==> src/rtl/ihex_pkg.sv <==
// Shared constants, record command type and helper functions for the HEX encoder.
package ihex_pkg;

	// Data bytes per full data record.
	localparam int RecordBytes = 16;
	// Command payload holds at least the four bytes of a start address record.
	localparam int CmdBytes = (RecordBytes > 4) ? RecordBytes : 4;

	localparam int FillW = $clog2(RecordBytes + 1);
	localparam int BufIdxW = (RecordBytes > 1) ? $clog2(RecordBytes) : 1;
	localparam int LenW = $clog2(CmdBytes + 1);
	localparam int CmdIdxW = $clog2(CmdBytes);
	// Byte positions in a record: length, offset high, offset low, type, data, checksum.
	localparam int ByteIdxW = $clog2(CmdBytes + 6);

	localparam int PosLen = 0;
	localparam int PosOffHi = 1;
	localparam int PosOffLo = 2;
	localparam int PosType = 3;
	localparam int PosData = 4;

	// Input operation codes.
	localparam logic [1:0] OpBegin = 2'd0;
	localparam logic [1:0] OpData = 2'd1;
	localparam logic [1:0] OpFinish = 2'd2;

	// Record type codes.
	localparam logic [7:0] RecData = 8'h00;
	localparam logic [7:0] RecEof = 8'h01;
	localparam logic [7:0] RecExtLinear = 8'h04;
	localparam logic [7:0] RecStartLinear = 8'h05;

	localparam logic [6:0] CharColon = 7'h3A;
	localparam logic [6:0] CharNewline = 7'h0A;

	// One record to be printed by the back end.
	typedef struct packed {
		logic [LenW-1:0]             len;
		logic [15:0]                 offset;
		logic [7:0]                  rtype;
		logic [CmdBytes-1:0][7:0]    data;
		logic [7:0]                  checksum;
		logic                        last_rec;
		logic                        eof_follow;
	} ihex_cmd_t;

	// Two's complement checksum over length, offset, type and data sum.
	function automatic logic [7:0] record_checksum(input logic [7:0] len,
			input logic [15:0] offset, input logic [7:0] rtype, input logic [7:0] dsum);
		logic [7:0] sum;
		begin
			sum = len + offset[15:8] + offset[7:0] + rtype + dsum;
			record_checksum = 8'h00 - sum;
		end
	endfunction

	// Uppercase ASCII hex digit for one nibble.
	function automatic logic [6:0] hex_char(input logic [3:0] nib);
		begin
			if (nib < 4'd10) begin
				hex_char = 7'h30 + {3'b000, nib};
			end else begin
				hex_char = 7'h37 + {3'b000, nib};
			end
		end
	endfunction

endpackage

==> src/rtl/intel_hex_record_encoder.sv <==
// Intel HEX encoder: one ASCII character per output transfer.
// The first character of a record is offered after the record passes the command queue and
// the current-record register, when the character sequencer is idle.
// The sequencer prints a colon, two hex digits per record byte and a line feed;
// the front end keeps taking input items while the command queue is not full.
// Reset (arst_n low) empties the queue and clears fill count and offsets.
module intel_hex_record_encoder (
	input  logic         clk,
	input  logic         arst_n,
	input  logic         in_valid,
	output logic         in_ready,
	input  logic [1:0]   op,
	input  logic [31:0]  address,
	input  logic [7:0]   data_byte,
	input  logic         last_byte,
	output logic         out_valid,
	input  logic         out_ready,
	output logic [6:0]   out_char,
	output logic         last_char
);

	ihex_pkg::ihex_cmd_t  push_cmd;
	ihex_pkg::ihex_cmd_t  head_cmd;
	logic                 q_push;
	logic                 q_full;
	logic                 q_pop;
	logic                 q_empty;

	// Item intake and record classification.
	ihex_front u_front (
		.clk       (clk),
		.arst_n    (arst_n),
		.in_valid  (in_valid),
		.in_ready  (in_ready),
		.op        (op),
		.address   (address),
		.data_byte (data_byte),
		.last_byte (last_byte),
		.q_full    (q_full),
		.q_push    (q_push),
		.q_cmd     (push_cmd)
	);

	// Command queue.
	ihex_fifo u_fifo (
		.clk      (clk),
		.arst_n   (arst_n),
		.push     (q_push),
		.push_cmd (push_cmd),
		.full     (q_full),
		.pop      (q_pop),
		.empty    (q_empty),
		.head     (head_cmd)
	);

	// Character output.
	ihex_back u_back (
		.clk       (clk),
		.arst_n    (arst_n),
		.q_empty   (q_empty),
		.q_head    (head_cmd),
		.q_pop     (q_pop),
		.out_valid (out_valid),
		.out_ready (out_ready),
		.out_char  (out_char),
		.last_char (last_char)
	);

endmodule

==> src/rtl/ihex_front.sv <==
// Front end: accepts input items, buffers data bytes and issues record commands.
module ihex_front (
	input  logic                  clk,
	input  logic                  arst_n,
	input  logic                  in_valid,
	output logic                  in_ready,
	input  logic [1:0]            op,
	input  logic [31:0]           address,
	input  logic [7:0]            data_byte,
	input  logic                  last_byte,
	input  logic                  q_full,
	output logic                  q_push,
	output ihex_pkg::ihex_cmd_t   q_cmd
);

	logic [7:0]                   buf_q [ihex_pkg::RecordBytes];
	logic [ihex_pkg::FillW-1:0]   fill_q;
	logic [15:0]                  running_q;
	logic [15:0]                  rec_off_q;
	logic [7:0]                   dsum_q;

	logic                         accept;
	logic [ihex_pkg::FillW-1:0]   new_fill;
	logic [7:0]                   new_dsum;
	logic [15:0]                  rec_off_eff;
	logic                         flush;

	assign in_ready = !q_full;
	assign accept = in_valid && in_ready;

	// Record offset is taken from the running offset when the buffer is empty.
	assign rec_off_eff = (fill_q == '0) ? running_q : rec_off_q;
	assign new_fill = fill_q + ihex_pkg::FillW'(1);
	assign new_dsum = dsum_q + data_byte;
	assign flush = (new_fill == ihex_pkg::FillW'(ihex_pkg::RecordBytes)) || last_byte;

	// Build the command for the current item.
	always_comb begin
		q_cmd = '0;
		q_push = 1'b0;
		case (op)
			ihex_pkg::OpBegin: begin
				q_push = accept;
				q_cmd.len = ihex_pkg::LenW'(2);
				q_cmd.rtype = ihex_pkg::RecExtLinear;
				q_cmd.data[0] = address[31:24];
				q_cmd.data[1] = address[23:16];
				q_cmd.checksum = ihex_pkg::record_checksum(8'd2, 16'h0000,
					ihex_pkg::RecExtLinear, address[31:24] + address[23:16]);
				q_cmd.last_rec = 1'b1;
			end
			ihex_pkg::OpData: begin
				q_push = accept && flush;
				q_cmd.len = ihex_pkg::LenW'(new_fill);
				q_cmd.offset = rec_off_eff;
				q_cmd.rtype = ihex_pkg::RecData;
				for (int i = 0; i < ihex_pkg::RecordBytes; i++) begin
					if (fill_q == ihex_pkg::FillW'(i)) begin
						q_cmd.data[i] = data_byte;
					end else begin
						q_cmd.data[i] = buf_q[i];
					end
				end
				q_cmd.checksum = ihex_pkg::record_checksum(8'(new_fill), rec_off_eff,
					ihex_pkg::RecData, new_dsum);
				q_cmd.last_rec = 1'b1;
			end
			ihex_pkg::OpFinish: begin
				q_push = accept;
				q_cmd.len = ihex_pkg::LenW'(4);
				q_cmd.rtype = ihex_pkg::RecStartLinear;
				q_cmd.data[0] = address[31:24];
				q_cmd.data[1] = address[23:16];
				q_cmd.data[2] = address[15:8];
				q_cmd.data[3] = address[7:0];
				q_cmd.checksum = ihex_pkg::record_checksum(8'd4, 16'h0000,
					ihex_pkg::RecStartLinear,
					address[31:24] + address[23:16] + address[15:8] + address[7:0]);
				q_cmd.eof_follow = 1'b1;
			end
			default: begin
				q_push = 1'b0;
			end
		endcase
	end

	// Byte buffer, written at the fill position.
	always_ff @(posedge clk) begin
		if (accept && (op == ihex_pkg::OpData) && !flush) begin
			buf_q[fill_q[ihex_pkg::BufIdxW-1:0]] <= data_byte;
		end
	end

	// Segment bookkeeping.
	always_ff @(posedge clk or negedge arst_n) begin
		if (!arst_n) begin
			fill_q <= '0;
			running_q <= '0;
			rec_off_q <= '0;
			dsum_q <= '0;
		end else if (accept) begin
			case (op)
				ihex_pkg::OpBegin: begin
					running_q <= address[15:0];
					rec_off_q <= address[15:0];
					fill_q <= '0;
					dsum_q <= '0;
				end
				ihex_pkg::OpData: begin
					if (flush) begin
						running_q <= rec_off_eff + 16'(new_fill);
						rec_off_q <= rec_off_eff + 16'(new_fill);
						fill_q <= '0;
						dsum_q <= '0;
					end else begin
						rec_off_q <= rec_off_eff;
						fill_q <= new_fill;
						dsum_q <= new_dsum;
					end
				end
				ihex_pkg::OpFinish: begin
					fill_q <= '0;
					dsum_q <= '0;
					rec_off_q <= running_q;
				end
				default: begin
					fill_q <= fill_q;
				end
			endcase
		end
	end

endmodule

==> src/rtl/ihex_fifo.sv <==
// Two-entry command queue between the front end and the back end.
module ihex_fifo (
	input  logic                  clk,
	input  logic                  arst_n,
	input  logic                  push,
	input  ihex_pkg::ihex_cmd_t   push_cmd,
	output logic                  full,
	input  logic                  pop,
	output logic                  empty,
	output ihex_pkg::ihex_cmd_t   head
);

	ihex_pkg::ihex_cmd_t  mem_q [2];
	logic                 wr_ptr_q;
	logic                 rd_ptr_q;
	logic [1:0]           count_q;

	assign full = (count_q == 2'd2);
	assign empty = (count_q == 2'd0);
	assign head = mem_q[rd_ptr_q];

	// Entry storage.
	always_ff @(posedge clk) begin
		if (push && !full) begin
			mem_q[wr_ptr_q] <= push_cmd;
		end
	end

	// Pointers and occupancy.
	always_ff @(posedge clk or negedge arst_n) begin
		if (!arst_n) begin
			wr_ptr_q <= 1'b0;
			rd_ptr_q <= 1'b0;
			count_q <= 2'd0;
		end else begin
			if (push && !full) begin
				wr_ptr_q <= !wr_ptr_q;
			end
			if (pop && !empty) begin
				rd_ptr_q <= !rd_ptr_q;
			end
			count_q <= count_q + 2'((push && !full) ? 1 : 0) - 2'((pop && !empty) ? 1 : 0);
		end
	end

endmodule

==> src/rtl/ihex_back.sv <==
// Back end: prints one record command as ASCII characters, one per cycle unless the receiver stalls the output.
module ihex_back (
	input  logic                  clk,
	input  logic                  arst_n,
	input  logic                  q_empty,
	input  ihex_pkg::ihex_cmd_t   q_head,
	output logic                  q_pop,
	output logic                  out_valid,
	input  logic                  out_ready,
	output logic [6:0]            out_char,
	output logic                  last_char
);

	typedef enum logic [3:0] {
		ST_IDLE    = 4'b0001,
		ST_COLON   = 4'b0010,
		ST_HEX     = 4'b0100,
		ST_NEWLINE = 4'b1000
	} back_state_t;

	back_state_t                    state_q;
	ihex_pkg::ihex_cmd_t            cur_q;
	logic [ihex_pkg::ByteIdxW-1:0]  bidx_q;
	logic                           lo_nib_q;
	logic                           out_valid_q;
	logic [6:0]                     out_char_q;
	logic                           last_char_q;

	logic                           step;
	logic [ihex_pkg::ByteIdxW-1:0]  last_idx;
	logic [ihex_pkg::ByteIdxW-1:0]  data_idx;
	logic [7:0]                     sel_byte;
	logic [3:0]                     sel_nib;

	assign out_valid = out_valid_q;
	assign out_char = out_char_q;
	assign last_char = last_char_q;

	// The output register may be refilled when empty or being taken.
	assign step = !out_valid_q || out_ready;
	assign q_pop = (state_q == ST_IDLE) && !q_empty;

	// Select the record byte being printed.
	assign last_idx = ihex_pkg::ByteIdxW'(cur_q.len) + ihex_pkg::ByteIdxW'(ihex_pkg::PosData);
	assign data_idx = bidx_q - ihex_pkg::ByteIdxW'(ihex_pkg::PosData);
	always_comb begin
		case (bidx_q)
			ihex_pkg::ByteIdxW'(ihex_pkg::PosLen):   sel_byte = 8'(cur_q.len);
			ihex_pkg::ByteIdxW'(ihex_pkg::PosOffHi): sel_byte = cur_q.offset[15:8];
			ihex_pkg::ByteIdxW'(ihex_pkg::PosOffLo): sel_byte = cur_q.offset[7:0];
			ihex_pkg::ByteIdxW'(ihex_pkg::PosType):  sel_byte = cur_q.rtype;
			default: begin
				if (bidx_q == last_idx) begin
					sel_byte = cur_q.checksum;
				end else begin
					sel_byte = cur_q.data[data_idx[ihex_pkg::CmdIdxW-1:0]];
				end
			end
		endcase
	end
	assign sel_nib = lo_nib_q ? sel_byte[3:0] : sel_byte[7:4];

	// Character sequencer.
	always_ff @(posedge clk or negedge arst_n) begin
		if (!arst_n) begin
			state_q <= ST_IDLE;
			bidx_q <= '0;
			lo_nib_q <= 1'b0;
			out_valid_q <= 1'b0;
		end else begin
			case (state_q)
				ST_IDLE: begin
					if (step) begin
						out_valid_q <= 1'b0;
					end
					if (!q_empty) begin
						state_q <= ST_COLON;
					end
				end
				ST_COLON: begin
					if (step) begin
						out_valid_q <= 1'b1;
						bidx_q <= '0;
						lo_nib_q <= 1'b0;
						state_q <= ST_HEX;
					end
				end
				ST_HEX: begin
					if (step) begin
						out_valid_q <= 1'b1;
						lo_nib_q <= !lo_nib_q;
						if (lo_nib_q) begin
							if (bidx_q == last_idx) begin
								state_q <= ST_NEWLINE;
							end else begin
								bidx_q <= bidx_q + ihex_pkg::ByteIdxW'(1);
							end
						end
					end
				end
				ST_NEWLINE: begin
					if (step) begin
						out_valid_q <= 1'b1;
						state_q <= cur_q.eof_follow ? ST_COLON : ST_IDLE;
					end
				end
				default: begin
					state_q <= ST_IDLE;
					out_valid_q <= 1'b0;
				end
			endcase
		end
	end

	// Current record and output character payload.
	always_ff @(posedge clk) begin
		case (state_q)
			ST_IDLE: begin
				if (!q_empty) begin
					cur_q <= q_head;
				end
			end
			ST_COLON: begin
				if (step) begin
					out_char_q <= ihex_pkg::CharColon;
					last_char_q <= 1'b0;
				end
			end
			ST_HEX: begin
				if (step) begin
					out_char_q <= ihex_pkg::hex_char(sel_nib);
					last_char_q <= 1'b0;
				end
			end
			ST_NEWLINE: begin
				if (step) begin
					out_char_q <= ihex_pkg::CharNewline;
					last_char_q <= cur_q.last_rec;
					// An end-of-file record follows the start address record.
					if (cur_q.eof_follow) begin
						cur_q.len <= '0;
						cur_q.offset <= 16'h0000;
						cur_q.rtype <= ihex_pkg::RecEof;
						cur_q.checksum <= ihex_pkg::record_checksum(8'd0, 16'h0000,
							ihex_pkg::RecEof, 8'd0);
						cur_q.last_rec <= 1'b1;
						cur_q.eof_follow <= 1'b0;
					end
				end
			end
			default: begin
				last_char_q <= 1'b0;
			end
		endcase
	end

endmodule

==> config.mk <==
export PLATFORM = sky130hd
export DESIGN_NAME = intel_hex_record_encoder
export DESIGN_NICKNAME = d
export VERILOG_FILES = /design/src/rtl/ihex_pkg.sv /design/src/rtl/intel_hex_record_encoder.sv /design/src/rtl/ihex_front.sv /design/src/rtl/ihex_fifo.sv /design/src/rtl/ihex_back.sv
export SDC_FILE = /design/constraint.sdc
export NUM_CORES = 1
export LEC_CHECK = 0
export ABC_AREA = 1
export CAP_MARGIN = 25
export CORE_MARGIN = 8
export CORE_UTILIZATION = 30
export DETAILED_ROUTE_END_ITERATION = 8
export DONT_BUFFER_PORTS = 1
export SLEW_MARGIN = 20
export SYNTH_ARGS = -nofsm -noshare
export SYNTH_HDL_FRONTEND = slang
export SYNTH_SLANG_ARGS = --single-unit
==> constraint.sdc <==
create_clock -name clk -period 8.8 [get_ports clk]
set_clock_uncertainty 0.05 [all_clocks]
set_input_delay 2.2 -clock clk [delete_from_list [all_inputs] [get_ports clk]]
set_output_delay 2.2 -clock clk [all_outputs]
set_load 0.02 [all_outputs]
==> reports/qor.csv, run 1 <==
metric,value,unit
Post-route DRC,0,
Final Cycle Share,0.656,
Routed WL,83.9,mm
headroom to the max-slew limit,0.294,
RSZ-0062 raised after global routing,false,
HPWL after DPL,57.0,mm
Final Hold Viols,0,
Hold Path Stages,2,
Hold Path Sink,u_front.rec_off_q[2],
Area Growth Syn to Fin,10.9,%
crit-path leading delay family,adder cells,
# diodes,0,
post-synthesis register bit count,677,
LEAKAGE,0.0131,uW
num ports,57,
WL per Instance,19.6,um
Setup crit start kind,primary input,
Finish-stage setup viols,0,
Die H,337,um
crit-path max FO,18,
CTS tree,yes,
DP Worst Slack,2.43,ns
r2r endpoint,u_fifo.mem_q[1][8],
largest net degree at the start of global routing,131,
HP Start,u_front.rec_off_q[2],
core area,0.102,mm2
CP max stage cell,fa_1,
r2r setup slk,3.10,ns
TritonRoute pass-1 iters,5,
Final min period,5.77,ns
Setup Crit Path Kind,primary input to flop,
CTS Buf Count,61,
CP Buf/Inv Count,2,
GRT overflow,0,
number of global-route vias before repair,18900,
clk sinks,677,
Worst Reg2Reg Path Length in Cells,19,
"Reg clk slew, reported paths",0.07,ns
most used cells in the layout excluding fill and tap cells,"861 x nand2_1, 617 x edfxtp_1, 238 x inv_1",
CTS root buf,clkbuf_16,
sequential share of the synthesized area,0.648,
YS warnings,0,
I/O Buffers,0,
Power Density,352,mW/mm2
Die X-Extent,337,um
Syn Nets,3043,
worst skew pair latency,0.65,ns
Min Hold Slack,0.429,ns
Slew @ Worst Pin,1.06,ns
CTS H-Tree Depth,2,
Slew Limit Fails,0,
die area,0.113,mm2
syn avg cell area,10.6,um2
Row Count,117,
min setup slack post-route,3.03,ns
max-cap violations,0,
Peak VDD IR,0.000387,V
Vias,20600,
"top cells by area, synth","edfxtp_1 60%, nand2_1 10%, dfrtp_1 4.8%",
initial antenna violation count,0,
cells along the critical path,ha_1 -> fa_1 -> a31oi_1 -> xor2_1 -> inv_1 -> fa_1 -> inv_1 -> fa_1 -> ha_1 -> ha_1 -> nand2_1 -> nand2_1 -> nand2_1 -> nand3_1 -> xor2_1 -> nand3b_1 -> nand2_1 -> nand2_1 -> nand3_1 -> a21oi_1,
"most used cell, CP",nand2_1,
initial core utilization,0.303,
hold-fix buffers at CTS,0,
post-synth top area share,0.600,
Vias/cell,4.80,
setup bufs post-CTS,0,
Worst EP arrival,6.21,ns
antenna violation net count after detailed routing,0,
Synth area leader,edfxtp_1,
type of the tightest min-delay check,flop to flop,
gpl congestion,0.893,
reg2reg start,u_front.fill_q[0],
Synth Instances,2908,
"most common cell after layout, fill and taps aside",nand2_1,
Total GRT Usage,0.144,
Final Util,0.336,
setup_tns,0,ns
clock buffer depth,3,
Worst EP required,9.24,ns
global-route wire length before repair,124,mm
fmax,173,MHz
layout cells sized above 1,0.0628,
max incr delay on CP,0.53,ns
Final #Nets,3001,
critical path capture point type,flop,
synthesized area,0.0309,mm2
Cell variety after synth,50,
post-cts resize count,0,
Starting DRT DRC Count,2224,
outcome,finished clean,
[power by group]
group,internal [uW],switching [uW]
sequential,4450,276
combinational,1500,3230
clock,1410,1190
[synth_stat cells, drive strengths merged]
| cell type | number |
|---|---|
| edfxtp | 617 |
| xnor2 | 14 |
| a41oi | 1 |
| nand3 | 122 |
| o21a | 5 |
| buf | 29 |
| a22o | 2 |
| nor2 | 148 |
| o211ai | 46 |
| nand3b | 2 |
| dfstp | 1 |
| clkinv | 5 |
| nor3 | 20 |
| o22ai | 14 |
| a22oi | 4 |
| o21ai | 221 |
| nand4 | 16 |
| o221ai | 4 |
| clkbuf | 107 |
| a31oi | 10 |
| dfrtp | 59 |
| a21boi | 1 |
| xor2 | 19 |
| o21bai | 2 |
| nor4 | 1 |
| or2 | 12 |
| a21oi | 219 |
| inv | 250 |
| fa | 23 |
| a21o | 2 |
| nand2 | 867 |
| ha | 65 |
[layer usage]
layer	track usage	vias to the layer above	wire (um)
li1	-	9828	-
met1	0.201	9966	37000
met2	0.228	649	38300
met3	0.0214	127	5790
met4	0.0490	0	2790
met5	0	-	0
[cell type report]
cell class	instances	area [um2]
multi-input combinational	1840	9380
inverter	255	962
fill	10200	67600
clock buffer	78	1600
timing repair buffer	31	255
clock inverter	35	325
sequential	677	20000
tap	1368	1710
[sequential cells by signal, summed over array words and instances, names as in the netlist]
| name | cells |
|---|---|
| u_front.fill_q | 5 |
| u_fifo.wr_ptr_q | 1 |
| u_front.buf_q | 128 |
| u_back.last_char | 1 |
| u_fifo.count_q | 2 |
| u_back.state_q | 4 |
| u_back.bidx_q | 5 |
| u_back.out_valid | 1 |
| u_back.lo_nib_q | 1 |
| u_fifo.rd_ptr_q | 1 |
| u_front.rec_off_q | 16 |
| u_back.out_char | 7 |
| u_back.cur_q | 161 |
| u_front.dsum_q | 8 |
| u_front.running_q | 16 |
| u_fifo.mem_q | 320 |
[kinds of logic after synthesis]
family,synth area share
adder cells (fa/ha/maj),0.0412
XOR/XNOR,0.00960
AND/OR/NAND/NOR,0.156
AO/OA/AOI/OAI,0.0949
flip-flops,0.648
buffers and inverters,0.0497
[worst register-to-register path, cell delays in order (launching register included)]
cell	delay, ns
dfrtp_1	0.50
inv_1	0.28
ha_1	0.33
nand3_4	0.43
o21ai_0	0.59
inv_1	0.22
fa_1	0.46
fa_1	0.51
inv_1	0.05
fa_1	0.48
inv_1	0.04
ha_1	0.24
fa_1	0.48
nand2_1	0.08
nand2_1	0.05
a21oi_1	0.15
inv_1	0.07
a21oi_1	0.11
o21ai_0	0.12
a31oi_1	0.28
[worst max path at each step]
stage	to	start	cells after the start	slack [ns]
after floorplan	u_fifo.mem_q[1][100]	op[0]	7	0.82
after global placement	u_fifo.mem_q[0][9]	data_byte[0]	20	2.40
after detailed placement	u_fifo.mem_q[0][9]	data_byte[0]	20	2.43
after CTS	u_fifo.mem_q[0][9]	data_byte[0]	20	3.09
after global routing	u_fifo.mem_q[0][8]	u_front.fill_q[0]	19	2.72
final	u_fifo.mem_q[1][9]	data_byte[0]	20	3.03
[per-stage QoR]
step | power [uW] | instance area [um2] | instances
final | 12100 | 34300 | 4284
after CTS | 12100 | 34200 | 4282
after floorplan | 8200 | 30900 | 2908
after detailed placement | 9530 | 32300 | 4169
after global placement | 9530 | 32300 | 4169
after global routing | 12900 | 34300 | 4284
No activity file was read; power rests on OpenSTA's default activity.
==> run 2: changes to the inputs <==
==> constraint.sdc (replaced) <==
create_clock -name clk -period 4.7 [get_ports clk]
set_clock_uncertainty 0.05 [all_clocks]
set_input_delay 1.175 -clock clk [delete_from_list [all_inputs] [get_ports clk]]
set_output_delay 1.175 -clock clk [all_outputs]
set_load 0.02 [all_outputs]
==> reports/qor.csv, run 2 (synthesis results as in run 1) <==
metric,value,unit,change
outcome,finished clean,,
clk sinks,677,,unchanged
fmax,221,MHz,
Final Hold Viols,0,,unchanged
cells along the critical path,ha_1 -> fa_2 -> a31oi_2 -> xor2_1 -> inv_1 -> fa_1 -> inv_1 -> fa_1 -> ha_1 -> ha_1 -> nand2_1 -> nand2_1 -> nand2_1 -> nand3_1 -> xor2_1 -> nand3b_1 -> nand2_1 -> nand2_1 -> nand3_1 -> a21oi_2,,
number of global-route vias before repair,19800,,+4.8%
CTS H-Tree Depth,2,,unchanged
WL per Instance,19.4,um,-0.65%
Inst Count DP,4233,,+1.5%
switching share of power,0.386,,-0.00438
Starting DRT DRC Count,1854,,-17%
Final Util,0.344,,+0.00786
r2r endpoint,u_fifo.mem_q[0][9],,
CP max stage cell,fa_1,,
LEAKAGE,0.0136,uW,+3.3%
crit-path leading delay family,adder cells,,
critical path capture point type,flop,,
clock buffer depth,3,,unchanged
Sw Pwr,9180,uW,+95%
power share of the sequential group,0.371,,-0.021
max reg flops,320,,unchanged
Row Count,117,,unchanged
Comb power frac,0.418,,+0.025
"most used cell, CP",nand2_1,,
hold-fix buffers at CTS,0,,unchanged
Total GRT Usage,0.146,,+0.00207
initial core utilization,0.303,,unchanged
Power Total,23800,uW,+97%
Worst Reg2Reg Path Length in Cells,20,,+1
Die X-Extent,337,um,unchanged
Final #Nets,3070,,+2.3%
die area,0.113,mm2,unchanged
"Reg clk slew, reported paths",0.07,ns,about the same
max-cap violations,0,,unchanged
Vias/cell,4.76,,-0.94%
gpl congestion,0.888,,-0.57%
DP Worst Slack,-0.559,ns,-2.99 ns
initial antenna violation count,2,,+2
WP depth,20,,unchanged
Slew @ Worst Pin,0.958,ns,-0.101 ns
antenna violation net count after detailed routing,0,,unchanged
internal power,14600,uW,+99%
CTS Buf Count,61,,unchanged
Vias,20700,,+0.70%
Power Density,678,mW/mm2,+93%
I/O Buffers,0,,unchanged
layout cells sized above 1,0.0887,,+0.0260
largest net degree at the start of global routing,146,,+11%
clock network power share,0.212,,-0.004
min setup slack post-route,0.181,ns,-2.85 ns
Min Hold Slack,0.171,ns,-0.258 ns
Slew Limit Fails,0,,unchanged
Final min period,4.52,ns,
Setup Crit Path Kind,primary input to flop,,
Routed WL,84.7,mm,+0.99%
Area Growth Syn to Fin,13.5,%,
Finish-stage setup viols,0,,unchanged
Peak VDD IR,0.000799,V,+110%
reg2reg start,u_front.dsum_q[0],,
type of the tightest min-delay check,primary input to async pin,,
"most common cell after layout, fill and taps aside",nand2_1,,
crit-path max FO,18,,unchanged
HPWL after DPL,56.9,mm,-0.23%
CTS tree,yes,,
worst skew pair latency,0.66,ns,about the same
num ports,57,,unchanged
Die H,337,um,unchanged
# diodes,0,,unchanged
Layout fillers,10100,,-0.55%
TritonRoute pass-1 iters,7,,+2
headroom to the max-slew limit,0.359,,+0.0652
max incr delay on CP,0.53,ns,about the same
Worst EP arrival,4.86,ns,-1.35 ns
GRT overflow,0,,unchanged
Worst EP required,5.04,ns,-4.20 ns
core area,0.102,mm2,unchanged
Setup crit start kind,primary input,,
CP Buf/Inv Count,2,,unchanged
global-route wire length before repair,126,mm,+2.1%
r2r setup slk,0.34,ns,-2.76 ns
Final Cycle Share,0.961,,
Post-route DRC,0,,unchanged
Biggest register,u_fifo.mem_q,,
CTS root buf,clkbuf_16,,
fin cells,4355,,+1.7%
most used cells in the layout excluding fill and tap cells,"861 x nand2_1, 617 x edfxtp_1, 236 x inv_1",,
-- run 2: power groups by stage --
| stage | combinational (uW) | clock [uW] | sequential (uW) |
|---|---|---|---|
| 4_1_cts | 9880 | 5130 | 8820 |
| 2_1_floorplan | 6470 | 0 | 8790 |
| 5_1_grt | 11200 | 5330 | 8930 |
| 6_report | 9930 | 5040 | 8820 |
| 3_5_place_dp | 9820 | 0 | 8940 |
| 3_3_place_gp | 9800 | 0 | 8920 |
-- run 2: timing repair --
action,CTS,global route
buffers inserted,0,2
setup endpoints to repair,0,8
resized for setup,0,13
-- run 2: final cells by class --
cell class                 instances  area [um2]  area share
sequential                       677       20000       0.571
tap                             1368        1710      0.0488
clock inverter                    41         420      0.0120
clock buffer                      74        1590      0.0452
inverter                         255         963      0.0275
multi-input combinational       1840        9400       0.268
timing repair buffer             100         950      0.0271
-- run 2: per-stage QoR --
stage	area [um2]	setup TNS [ns]
final	35100	0
after global placement	33000	-3.30
after CTS	35000	0
after global routing	35100	-0.0120
after floorplan	30900	-65.22
after detailed placement	33000	-3.67
-- run 2: worst max path at each step --
stage / from / end
after floorplan: data_byte[0] / u_fifo.mem_q[0][9]
after global placement: data_byte[0] / u_fifo.mem_q[0][9]
after detailed placement: data_byte[0] / u_fifo.mem_q[0][9]
after CTS: u_front.fill_q[0] / u_fifo.mem_q[1][8]
after global routing: data_byte[0] / u_fifo.mem_q[1][9]
final: data_byte[0] / u_fifo.mem_q[0][9]
-- run 2: worst reg2reg max path: stages, from the launching register on --
cell and delay, ns:
dfrtp_1 0.38, ha_1 0.21, fa_2 0.37, a31oi_2 0.18
xor2_1 0.22, inv_1 0.10, fa_1 0.53, inv_1 0.05
fa_1 0.44, ha_1 0.29, ha_1 0.31, nand2_1 0.07
nand2_1 0.07, nand2_1 0.06, nand3_1 0.11, xor2_1 0.18
nand3b_1 0.18, nand2_1 0.08, nand2_1 0.05, nand3_1 0.10
a21oi_2 0.08
-- run 2: metal layers --
metal  wire length (um)  global-route usage  share of wire
met5                  0                   0              0
met3               5160              0.0204          0.061
met4               2530              0.0461          0.030
met2              40500               0.247           0.48
met1              36500               0.193           0.43
